`config.mk`:
```
export PLATFORM = sky130hd
export DESIGN_NAME = fp32_add_sub_truncating
export DESIGN_NICKNAME = d
export VERILOG_FILES = /design/src/fpas_pkg.sv /design/src/fpas_unpack.sv /design/src/fpas_align_add.sv /design/src/fpas_norm.sv /design/src/fp32_add_sub_truncating.sv
export SDC_FILE = /design/constraint.sdc
export NUM_CORES = 1
export LEC_CHECK = 0
export BUFFER_PORTS_ARGS = -buffer_cell sky130_fd_sc_hd__buf_4
export CORE_AREA = 2 2 201 282
export DETAILED_ROUTE_END_ITERATION = 8
export DIE_AREA = 0 0 203 284
export PLACE_DENSITY_LB_ADDON = 0.25
export SYNTH_ARGS = -nofsm -noshare
export SYNTH_HDL_FRONTEND = slang
export SYNTH_SLANG_ARGS = --single-unit
```
`constraint.sdc`:
```
create_clock -name i_clk -period 6.8 [get_ports i_clk]
set_clock_uncertainty 0.1 [all_clocks]
set_input_delay 1.36 -clock i_clk [delete_from_list [all_inputs] [get_ports i_clk]]
set_output_delay 1.36 -clock i_clk [all_outputs]
set_load 0.01 [all_outputs]
```
`src/fpas_pkg.sv`:
```
// Package: shared types and constants for the fp32 adder/subtractor.
package fpas_pkg;

    localparam logic [31:0] QUIET_NAN = 32'h7FC0_0000;
    localparam logic [7:0]  EXP_MAX   = 8'hFF;

    // Stage 1 -> stage 2: classified, ordered operands.
    typedef struct packed {
        logic        special;
        logic [31:0] special_bits;
        logic        sign;
        logic        eff_sub;
        logic [7:0]  big_e;
        logic [23:0] big_m;
        logic [23:0] small_m;
        logic [7:0]  shift;
    } t_s1;

    // Stage 2 -> stage 3: raw significand sum.
    typedef struct packed {
        logic        special;
        logic [31:0] special_bits;
        logic        sign;
        logic [7:0]  big_e;
        logic [24:0] sum;
    } t_s2;

    // Stage 3 -> output: packed result.
    typedef struct packed {
        logic [31:0] bits;
        logic        ovf;
    } t_s3;

endpackage

```
`src/fpas_unpack.sv`:
```
// Module: operand unpack, special-case detection and magnitude ordering.
module fpas_unpack (
    input  logic               i_sub,
    input  logic [31:0]        i_a,
    input  logic [31:0]        i_b,
    output fpas_pkg::t_s1      o_s1
);
    logic [31:0] b, big, sml;
    logic        a_nan, b_nan, a_inf, b_inf, a_ge;
    logic [7:0]  be, se;

    always_comb begin
        b     = i_b ^ {i_sub, 31'd0};
        a_nan = (i_a[30:23] == fpas_pkg::EXP_MAX) && (i_a[22:0] != '0);
        b_nan = (b[30:23] == fpas_pkg::EXP_MAX) && (b[22:0] != '0);
        a_inf = (i_a[30:23] == fpas_pkg::EXP_MAX) && (i_a[22:0] == '0);
        b_inf = (b[30:23] == fpas_pkg::EXP_MAX) && (b[22:0] == '0);
        a_ge  = i_a[30:0] >= b[30:0];
        big   = a_ge ? i_a : b;
        sml   = a_ge ? b : i_a;
        be    = (big[30:23] == 8'd0) ? 8'd1 : big[30:23];
        se    = (sml[30:23] == 8'd0) ? 8'd1 : sml[30:23];

        o_s1.special      = a_nan | b_nan | a_inf | b_inf;
        if (a_nan || b_nan)
            o_s1.special_bits = fpas_pkg::QUIET_NAN;
        else if (a_inf && b_inf)
            o_s1.special_bits = (i_a[31] ^ b[31]) ? fpas_pkg::QUIET_NAN : i_a;
        else if (a_inf)
            o_s1.special_bits = i_a;
        else
            o_s1.special_bits = b;
        o_s1.sign    = big[31];
        o_s1.eff_sub = i_a[31] ^ b[31];
        o_s1.big_e   = be;
        o_s1.big_m   = {big[30:23] != 8'd0, big[22:0]};
        o_s1.small_m = {sml[30:23] != 8'd0, sml[22:0]};
        o_s1.shift   = be - se;
    end
endmodule

```
`src/fpas_align_add.sv`:
```
// Module: alignment shift and significand add/subtract.
module fpas_align_add (
    input  fpas_pkg::t_s1 i_s1,
    output fpas_pkg::t_s2 o_s2
);
    logic [23:0] sm;

    always_comb begin
        sm = (i_s1.shift >= 8'd25) ? 24'd0 : (i_s1.small_m >> i_s1.shift[4:0]);
        o_s2.special      = i_s1.special;
        o_s2.special_bits = i_s1.special_bits;
        o_s2.sign         = i_s1.sign;
        o_s2.big_e        = i_s1.big_e;
        o_s2.sum          = i_s1.eff_sub ? ({1'b0, i_s1.big_m} - {1'b0, sm})
                                         : ({1'b0, i_s1.big_m} + {1'b0, sm});
    end
endmodule

```
`src/fpas_norm.sv`:
```
// Module: normalization, subnormal/overflow handling and result packing.
module fpas_norm (
    input  fpas_pkg::t_s2 i_s2,
    output fpas_pkg::t_s3 o_s3
);
    logic [4:0]  lz;
    logic [4:0]  sh;
    logic [23:0] m;
    logic [8:0]  e;
    logic        found;

    always_comb begin
        // leading-zero count of the 24-bit field
        lz    = 5'd0;
        found = 1'b0;
        for (int i = 23; i >= 0; i--) begin
            if (!found && i_s2.sum[i]) begin
                found = 1'b1;
                lz    = 5'(23 - i);
            end
        end
        sh   = 5'd0;
        m    = 24'd0;
        e    = 9'd0;
        o_s3 = '0;
        if (i_s2.special) begin
            o_s3.bits = i_s2.special_bits;
        end else if (i_s2.sum == 25'd0) begin
            o_s3.bits = 32'd0;
        end else if (i_s2.sum[24]) begin
            m = i_s2.sum[24:1];
            e = {1'b0, i_s2.big_e} + 9'd1;
            if (e >= 9'd255) begin
                o_s3.bits = {i_s2.sign, fpas_pkg::EXP_MAX, 23'd0};
                o_s3.ovf  = 1'b1;
            end else begin
                o_s3.bits = {i_s2.sign, e[7:0], m[22:0]};
            end
        end else begin
            // shift stops at biased exponent 1
            sh = ({3'd0, lz} < (i_s2.big_e - 8'd1)) ? lz : 5'(i_s2.big_e - 8'd1);
            m  = i_s2.sum[23:0] << sh;
            e  = {1'b0, i_s2.big_e} - {4'd0, sh};
            o_s3.bits = {i_s2.sign, m[23] ? e[7:0] : 8'd0, m[22:0]};
        end
    end
endmodule

```
`src/fp32_add_sub_truncating.sv`:
```
// Top level: three-stage pipelined fp32 adder/subtractor with truncation.
// Path: each input passes the unpack, align/add and normalize registers in that order;
// o_valid and the result come from the normalize register.
// Throughput: one item per cycle unless stalled; each stage moves on when the next frees.
// Stall: a full pipeline holds in place while i_ready is low.
// Reset: synchronous active-low i_rst_n clears all stage valid bits; data regs are not reset.
module fp32_add_sub_truncating (
    input  logic        i_clk,
    input  logic        i_rst_n,
    input  logic        i_valid,
    output logic        o_ready,
    input  logic        i_req_type,
    input  logic [31:0] i_operand_a,
    input  logic [31:0] i_operand_b,
    output logic        o_valid,
    input  logic        i_ready,
    output logic [31:0] o_result_bits,
    output logic        o_overflowed
);
    fpas_pkg::t_s1 n_s1, r_s1;
    fpas_pkg::t_s2 n_s2, r_s2;
    fpas_pkg::t_s3 n_s3, r_s3;
    logic r_v1, r_v2, r_v3;
    logic adv1, adv2, adv3;

    fpas_unpack    u_unpack (.i_sub(i_req_type), .i_a(i_operand_a), .i_b(i_operand_b),
                             .o_s1(n_s1));
    fpas_align_add u_add    (.i_s1(r_s1), .o_s2(n_s2));
    fpas_norm      u_norm   (.i_s2(r_s2), .o_s3(n_s3));

    assign adv3    = !r_v3 || i_ready;
    assign adv2    = !r_v2 || adv3;
    assign adv1    = !r_v1 || adv2;
    assign o_ready = adv1;

    always_ff @(posedge i_clk) begin
        if (!i_rst_n) begin
            r_v1 <= 1'b0;
            r_v2 <= 1'b0;
            r_v3 <= 1'b0;
        end else begin
            if (adv1) r_v1 <= i_valid;
            if (adv2) r_v2 <= r_v1;
            if (adv3) r_v3 <= r_v2;
        end
        if (adv1) r_s1 <= n_s1;
        if (adv2) r_s2 <= n_s2;
        if (adv3) r_s3 <= n_s3;
    end

    assign o_valid       = r_v3;
    assign o_result_bits = r_s3.bits;
    assign o_overflowed  = r_s3.ovf;

    a_hold: assert property (@(posedge i_clk) disable iff (!i_rst_n)
        o_valid && !i_ready |=> o_valid && $stable(o_result_bits))
        else $error("result changed under stall");
    a_ovf_inf: assert property (@(posedge i_clk) disable iff (!i_rst_n)
        o_valid && o_overflowed |-> o_result_bits[30:0] == 31'h7F80_0000)
        else $error("overflow without infinity");
    a_flow: assert property (@(posedge i_clk) disable iff (!i_rst_n)
        r_v2 && adv3 |=> r_v3)
        else $error("item lost between stages");
endmodule

```
# ---- Yosys cells after proc, flatten, opt, wreduce, memory -nomap -nowiden
# Cells that the tools add are included.
dict set report word_totals {
  reg_bits 202
  elab_cells 168
  inputBits 69
  out_inout_bits 35
}
dict set report op_classes {
  reduce_logical 68
  addsub 6
  shifts 2
  n_bitwise 6
  n_eq_ne 2
  order_cmp 4
  mux 62
}
# op count
set ops {}
lappend ops {{two-way mux 32 bit} 6}
lappend ops {{two-way mux 31 bit} 3}
lappend ops {{zero test 23 bit} 2}
lappend ops {{nonzero test 23 bit} 2}
lappend ops {{two-way mux 5 bit} 9}
lappend ops {{two-way mux 4 bit} 8}
lappend ops {{bitwise XOR 32 bit} 1}
lappend ops {{>= comparator 31 bit} 1}
lappend ops {{logical AND 1 bit} 28}
lappend ops {{zero test 1 bit} 26}
lappend ops {{adder 24 x 24 -> 25 bit} 1}
lappend ops {{zero test 25 bit} 1}
lappend ops {{two-way mux 1 bit} 25}
lappend ops {{two-way mux 25 bit} 1}
lappend ops {{subtractor 24 x 24 -> 25 bit} 1}
lappend ops {{two-way mux 24 bit} 1}
lappend ops {{two-way mux 8 bit} 3}
lappend ops {{left shift 24 x 5 -> 24 bit} 1}
lappend ops {{>> shifter 24 x 5 -> 24 bit} 1}
lappend ops {{equality test 8 bit (second input constant)} 2}
lappend ops {{zero test 8 bit} 2}
lappend ops {{nonzero test 8 bit} 2}
lappend ops {{two-way mux 3 bit} 4}
lappend ops {{adder 8 x 1 -> 9 bit (second input constant)} 1}
lappend ops {{other kinds (12)} 18}

# ---- Longest topological paths before layout
dict set report depth {
  depth_word 77
  ltp_mapped 27
  ltp_nobuf 24
}

# ---- By module
# From an unflattened synthesis, not the netlist that was laid out.
dict set report unflattened {
  hier_cells 1530
  hier_area_um2 15103.2
}
# mod cells_each instances area_per_inst_um2 seq_area_each_um2
set modules_own_cells {}
lappend modules_own_cells {fp32_add_sub_truncating 211 1 6098.3 6035.8}
lappend modules_own_cells {fpas_align_add 450 1 3398.3 0.0}
lappend modules_own_cells {fpas_norm 485 1 3294.4 0.0}
lappend modules_own_cells {fpas_unpack 384 1 2312.2 0.0}

# ---- Worst setup path after synthesis
# OpenSTA, ideal clock, no wires.
dict set report synth_path {
  path_kind {input-to-output}
  start {input i_ready}
  end {output o_ready}
  cell_stages 2
  slack_ns 1.419
  t_arrival_ns 3.921
  cell_sequence {nor2b_1 -> nand3_1}
}
dict set report synth_via {
  elab_chain_cells 3
}
# item line_no
set synth_rtl {}
lappend synth_rtl {{start, declared} fp32_add_sub_truncating.sv:16} ;# input logic i_ready,
lappend synth_rtl {{logical OR 1 bit} fp32_add_sub_truncating.sv:31} ;# assign adv3 = !r_v3 || i_ready;
lappend synth_rtl {{logical OR 1 bit} fp32_add_sub_truncating.sv:32} ;# assign adv2 = !r_v2 || adv3;
lappend synth_rtl {{logical OR 1 bit} fp32_add_sub_truncating.sv:33} ;# assign adv1 = !r_v1 || adv2;
lappend synth_rtl {{end, declared} fp32_add_sub_truncating.sv:11} ;# output logic o_ready,
# No other way between the ends.

==> results.md <==
Outcome:
- The flow ran to the end, and the final reports show no timing, DRC or antenna violations.

Logic synthesis:
- Summing the sequential cell areas from Yosys gives 42.7% of the chip area.
- The average size of a mapped cell is 10.5 um2.
- Among all cell types in the netlist, the one instantiated most often is sky130_fd_sc_hd__edfxtp_1.
- For this run, the leading register cell type out of synthesis is sky130_fd_sc_hd__edfxtp_1.
- After technology mapping, the gate count stands at 1348.
- Yosys mapped a number of flops with a built-in enable equal to 199.
- The share of the synthesized area in the top cell type is 42.2%.
- sky130_fd_sc_hd__edfxtp_1 takes more of the synthesized area than any other cell.
- Counting flops and latches in the post-synthesis netlist gives 202.
- After synthesis, the netlist uses 96 different library cells.
- In the synthesized netlist the async set-or-reset flop fraction comes to 0%.
- Yosys printed 0 warnings.
- Counting instances in the post-synthesis netlist gives the leading cell types as 199 x sky130_fd_sc_hd__edfxtp_1, 131 x sky130_fd_sc_hd__nand2_1, 87 x sky130_fd_sc_hd__a21oi_1, 87 x sky130_fd_sc_hd__nor2_1, 81 x sky130_fd_sc_hd__o21ai_0.
- After synthesis, the cell types taking the most area are sky130_fd_sc_hd__edfxtp_1 42%, sky130_fd_sc_hd__ha_1 6.6%, sky130_fd_sc_hd__mux2i_1 4.8%.
- The synthesized net count is 1494.
- After synthesis the cells add up to 14100 um2.

STA:
- Setup repair after global routing left no endpoint under its margin.
- The final count of pins violating max slew is 0.
- For the pin with the worst max-slew slack, the measured transition is 1.01 ns.
- The worst pin sits at a relative slew slack of 32.0%.
- The accumulated negative setup slack is 0 ns.
- The final hold violation count is 0.
- Setup violations remaining at the end of the flow were counted as 0.
- For the finished layout, the period the worst path requires is 6.23 ns.
- Derived from the worst setup path, the maximum achievable clock frequency is 160 MHz.
- The final cycle utilization of the critical path is 91.7%.

Pwr:
- The internal power is 4.25 mW.
- The clock network accounts for 16.2% of the total power.
- Summed over all nets, the switching power comes to 3.17 mW.
- Across the VDD grid, the largest voltage drop is 0.204 mV.
- The sequential group share of total power is 29.2%.
- The switching share of power is 42.7%.
- Combinational logic burns 54.6% of the power.
- The power density over the cells is 450 nW/um2.
- The leakage dissipation is 6.40 nW.

Placement:
- The number of buffers added on ports is 103.
- At the end of routability-driven placement, the weighted congestion stood at 0.887.
- Detailed placement finished with a half-perimeter wire length of 34200 um.
- The total cell area at the placement stage is 15700 um2.

Finish:
- The area of all placed cells without fillers is 16500 um2.
- From synthesis to final layout, the design area changed by 16.5%.
- The combined flip-flop and latch cell area is 6040 um2.
- In the final layout, the share of cells above drive strength 1 is 17.9%.
- After filler insertion, the fill cell instance count of the layout stands at 5679.
- At the end of the flow, the number of nets in the layout was 1587.
- Summing all multi-input logic gate instances after layout gives 7540 um2.
- The count of antenna diodes in the layout is 0.

Critical path:
- The largest single stage delay on the critical path is 0.70 ns.
- In this design, the critical path's most frequently occurring cell is sky130_fd_sc_hd__o21ai_0.
- Of all nets on the critical path, the largest fanout is 11.
- STA puts the critical path data arrival time at 6.40 ns.
- By startpoint and endpoint, the worst setup path is classified as flop to flop.
- The worst setup path is launched from a flop.
- Traced cell by cell, the critical path runs through buf_6 > mux4_1 > mux4_2 > a22oi_1 > nor2_1 > nor3_4 > and3_4 > a31oi_1 > xor2_1 > ha_1 > o21ai_0 > a21boi_0 > o21ai_0 > a21boi_0 > o21a_1 > o21ai_0 > o21ai_0 > o41ai_2 > o21ai_0 > a2111oi_0 > o21bai_1 > xnor2_1.
- The required time of the critical path is 6.97 ns.
- Measured in cells, the most critical reg-to-reg path has a length of 22.
- The worst-path cell with the longest stage delay is sky130_fd_sc_hd__edfxtp_1.
- STA classifies the critical path endpoint as a flop.

Die:
- The floorplan step defined a die boundary enclosing 57700 um2.
- In this run the horizontal extent of the chip is 203 um.
- The starting density of the core is 25.7%.
- The region available for standard cell placement spans 55000 um2.
- The die is 284 um tall.
- The number of primary I/O pins is 104.
- The floorplan has 102 rows.

Routing:
- Summed over all layers, the routed wires come to 43600 um.
- The first detailed-routing pass ran for 7 iterations.
- The number of vias per cell after detailed routing is 4.99.
- Detailed routing inserted a total of 10900 vias.
- The post-route antenna net violation count is 0.
- The per-cell routed wire length is 20.0 um.
- The violation count after the first detailed-route iteration is 869.
- After detailed routing, the number of remaining DRC violations is 0.

Clock tree:
- Clock-pin slew was measured on the worst setup and hold paths at 0.06 ns.
- The TritonCTS clock tree is done.
- The clock root buffer master is sky130_fd_sc_hd__clkbuf_16.
- The deepest clock path buffer count is 3.
- At the later pin of the worst-skew pair, clock insertion delay measures 0.54 ns.
- Buffers inserted during clock tree synthesis total 24.
- The tree built by TritonCTS fans out to 202 sinks.
- In this run the number of H-tree levels came out at 1.

Flow run:
- The number of maximum-capacitance constraint violations is 0.

Worst hold path:
- The path type of the worst min-delay path is flop to flop.
- The number of cells on the worst hold path is 0.

Global route:
- The first global-routing pass estimated 66300 um of wire.
- The most utilized layer in the global route result is met2.
- The fraction of met2 tracks used by global routing is 25.7%.
- For this run, global-route usage on met1 was measured as 19.1%.
- Global routing used 14.8% of the available tracks across all layers.
- For met3 alone, demand over resource in global routing was 1.42%.
- The via count of the first global-routing pass is 11000.
- The pin count of the biggest net entering global routing is 70.
- The total congestion overflow after global routing is 0.
- The number of antenna violations at the first check in global routing is 0.
routing by layer:
layer / wire [um] / vias up
met4: 1470 / 0
li1: - / 5279
met3: 1620 / 74
met5: 0 / -
met1: 19200 / 5255
met2: 21300 / 300
sequential cells by signal (all words and copies together) (netlist names):
register,cells
o_overflowed,1
o_result_bits,32
o_valid,1
r_s1,99
r_s2,67
r_v1,1
r_v2,1
through the flow:
stage	util (%)	setup WS, ns	hold WS (ns)	total power [mW]	instances
finish	30.0	0.567	0.313	7.42	2186
global placement	28.6	0.277	0.303	6.18	2141
global route	30.0	0.125	0.320	7.95	2186
detailed placement	28.6	0.205	0.305	6.19	2141
CTS	29.9	0.153	0.313	7.42	2184
floorplan	-	1.42	0.300	5.01	1348
worst max-delay path, delay by kind of cell (launching register included):
kind	cells	cell delay [ns]
buffers and inverters	1	0.25
flip-flops	1	0.70
multiplexers	2	1.08
XOR/XNOR	2	0.31
adder cells (fa/ha/maj)	1	0.32
AND/OR/NAND/NOR	3	0.57
AO/OA/AOI/OAI	13	2.62
power groups by stage:
stage / clock network, mW / registers, mW / logic, mW
floorplan: 0 / 2.05 / 2.95
global placement: 0 / 2.20 / 3.98
detailed placement: 0 / 2.20 / 3.98
CTS: 1.24 / 2.18 / 4.00
global route: 1.28 / 2.21 / 4.46
finish: 1.20 / 2.17 / 4.05
cell type report:
cell class              instances  area share (%)
multi-input cells            1010            45.8
flip-flops and latches        202            36.6
repair buffers                129            5.92
well taps                     728            5.53
clock buffers                  27            3.84
inverters                      74            1.70
clock inverters                16           0.607
cells by family after synthesis:
group,Yosys count,share of synthesized area (%)
simple gates,398,14.1
fa+ha+maj,80,7.14
mux,133,12.2
flops,202,42.7
xor+xnor,61,3.78
compound gates,338,15.7
buf+inv,136,4.37
worst paths after layout:
path / to / start / slack, ns
max: r_s2[24]$_DFFE_PP_ / r_s1[0]$_DFFE_PP_ / 0.57
min: r_s2[62]$_DFFE_PP_ / r_s1[94]$_SDFFCE_PP1P_ / 0.31
max reg2reg: r_s2[24]$_DFFE_PP_ / r_s1[0]$_DFFE_PP_ / 0.57
min reg2reg: r_s2[62]$_DFFE_PP_ / r_s1[94]$_SDFFCE_PP1P_ / 0.31
cells in the final DEF, fill, tap and decap left out, types with 24 or more instances in the layout:
cell type                     n
sky130_fd_sc_hd__edfxtp_1   199
sky130_fd_sc_hd__nand2_1    130
sky130_fd_sc_hd__buf_4      127
sky130_fd_sc_hd__nor2_1      87
sky130_fd_sc_hd__a21oi_1     87
sky130_fd_sc_hd__o21ai_0     81
sky130_fd_sc_hd__ha_1        75
sky130_fd_sc_hd__inv_1       72
sky130_fd_sc_hd__mux2i_1     68
sky130_fd_sc_hd__nor3_1      50
sky130_fd_sc_hd__mux2_2      41
sky130_fd_sc_hd__xnor2_1     37
sky130_fd_sc_hd__clkbuf_16   25
sky130_fd_sc_hd__xor2_1      24
timing repair:
item | 4_1_cts | 5_1_grt
hold buffers | 0 | 0
setup endpoints to repair | 0 | 2
setup buffers | 0 | 2
resized for setup | 0 | 1
No activity file was read; power rests on OpenSTA's default activity.
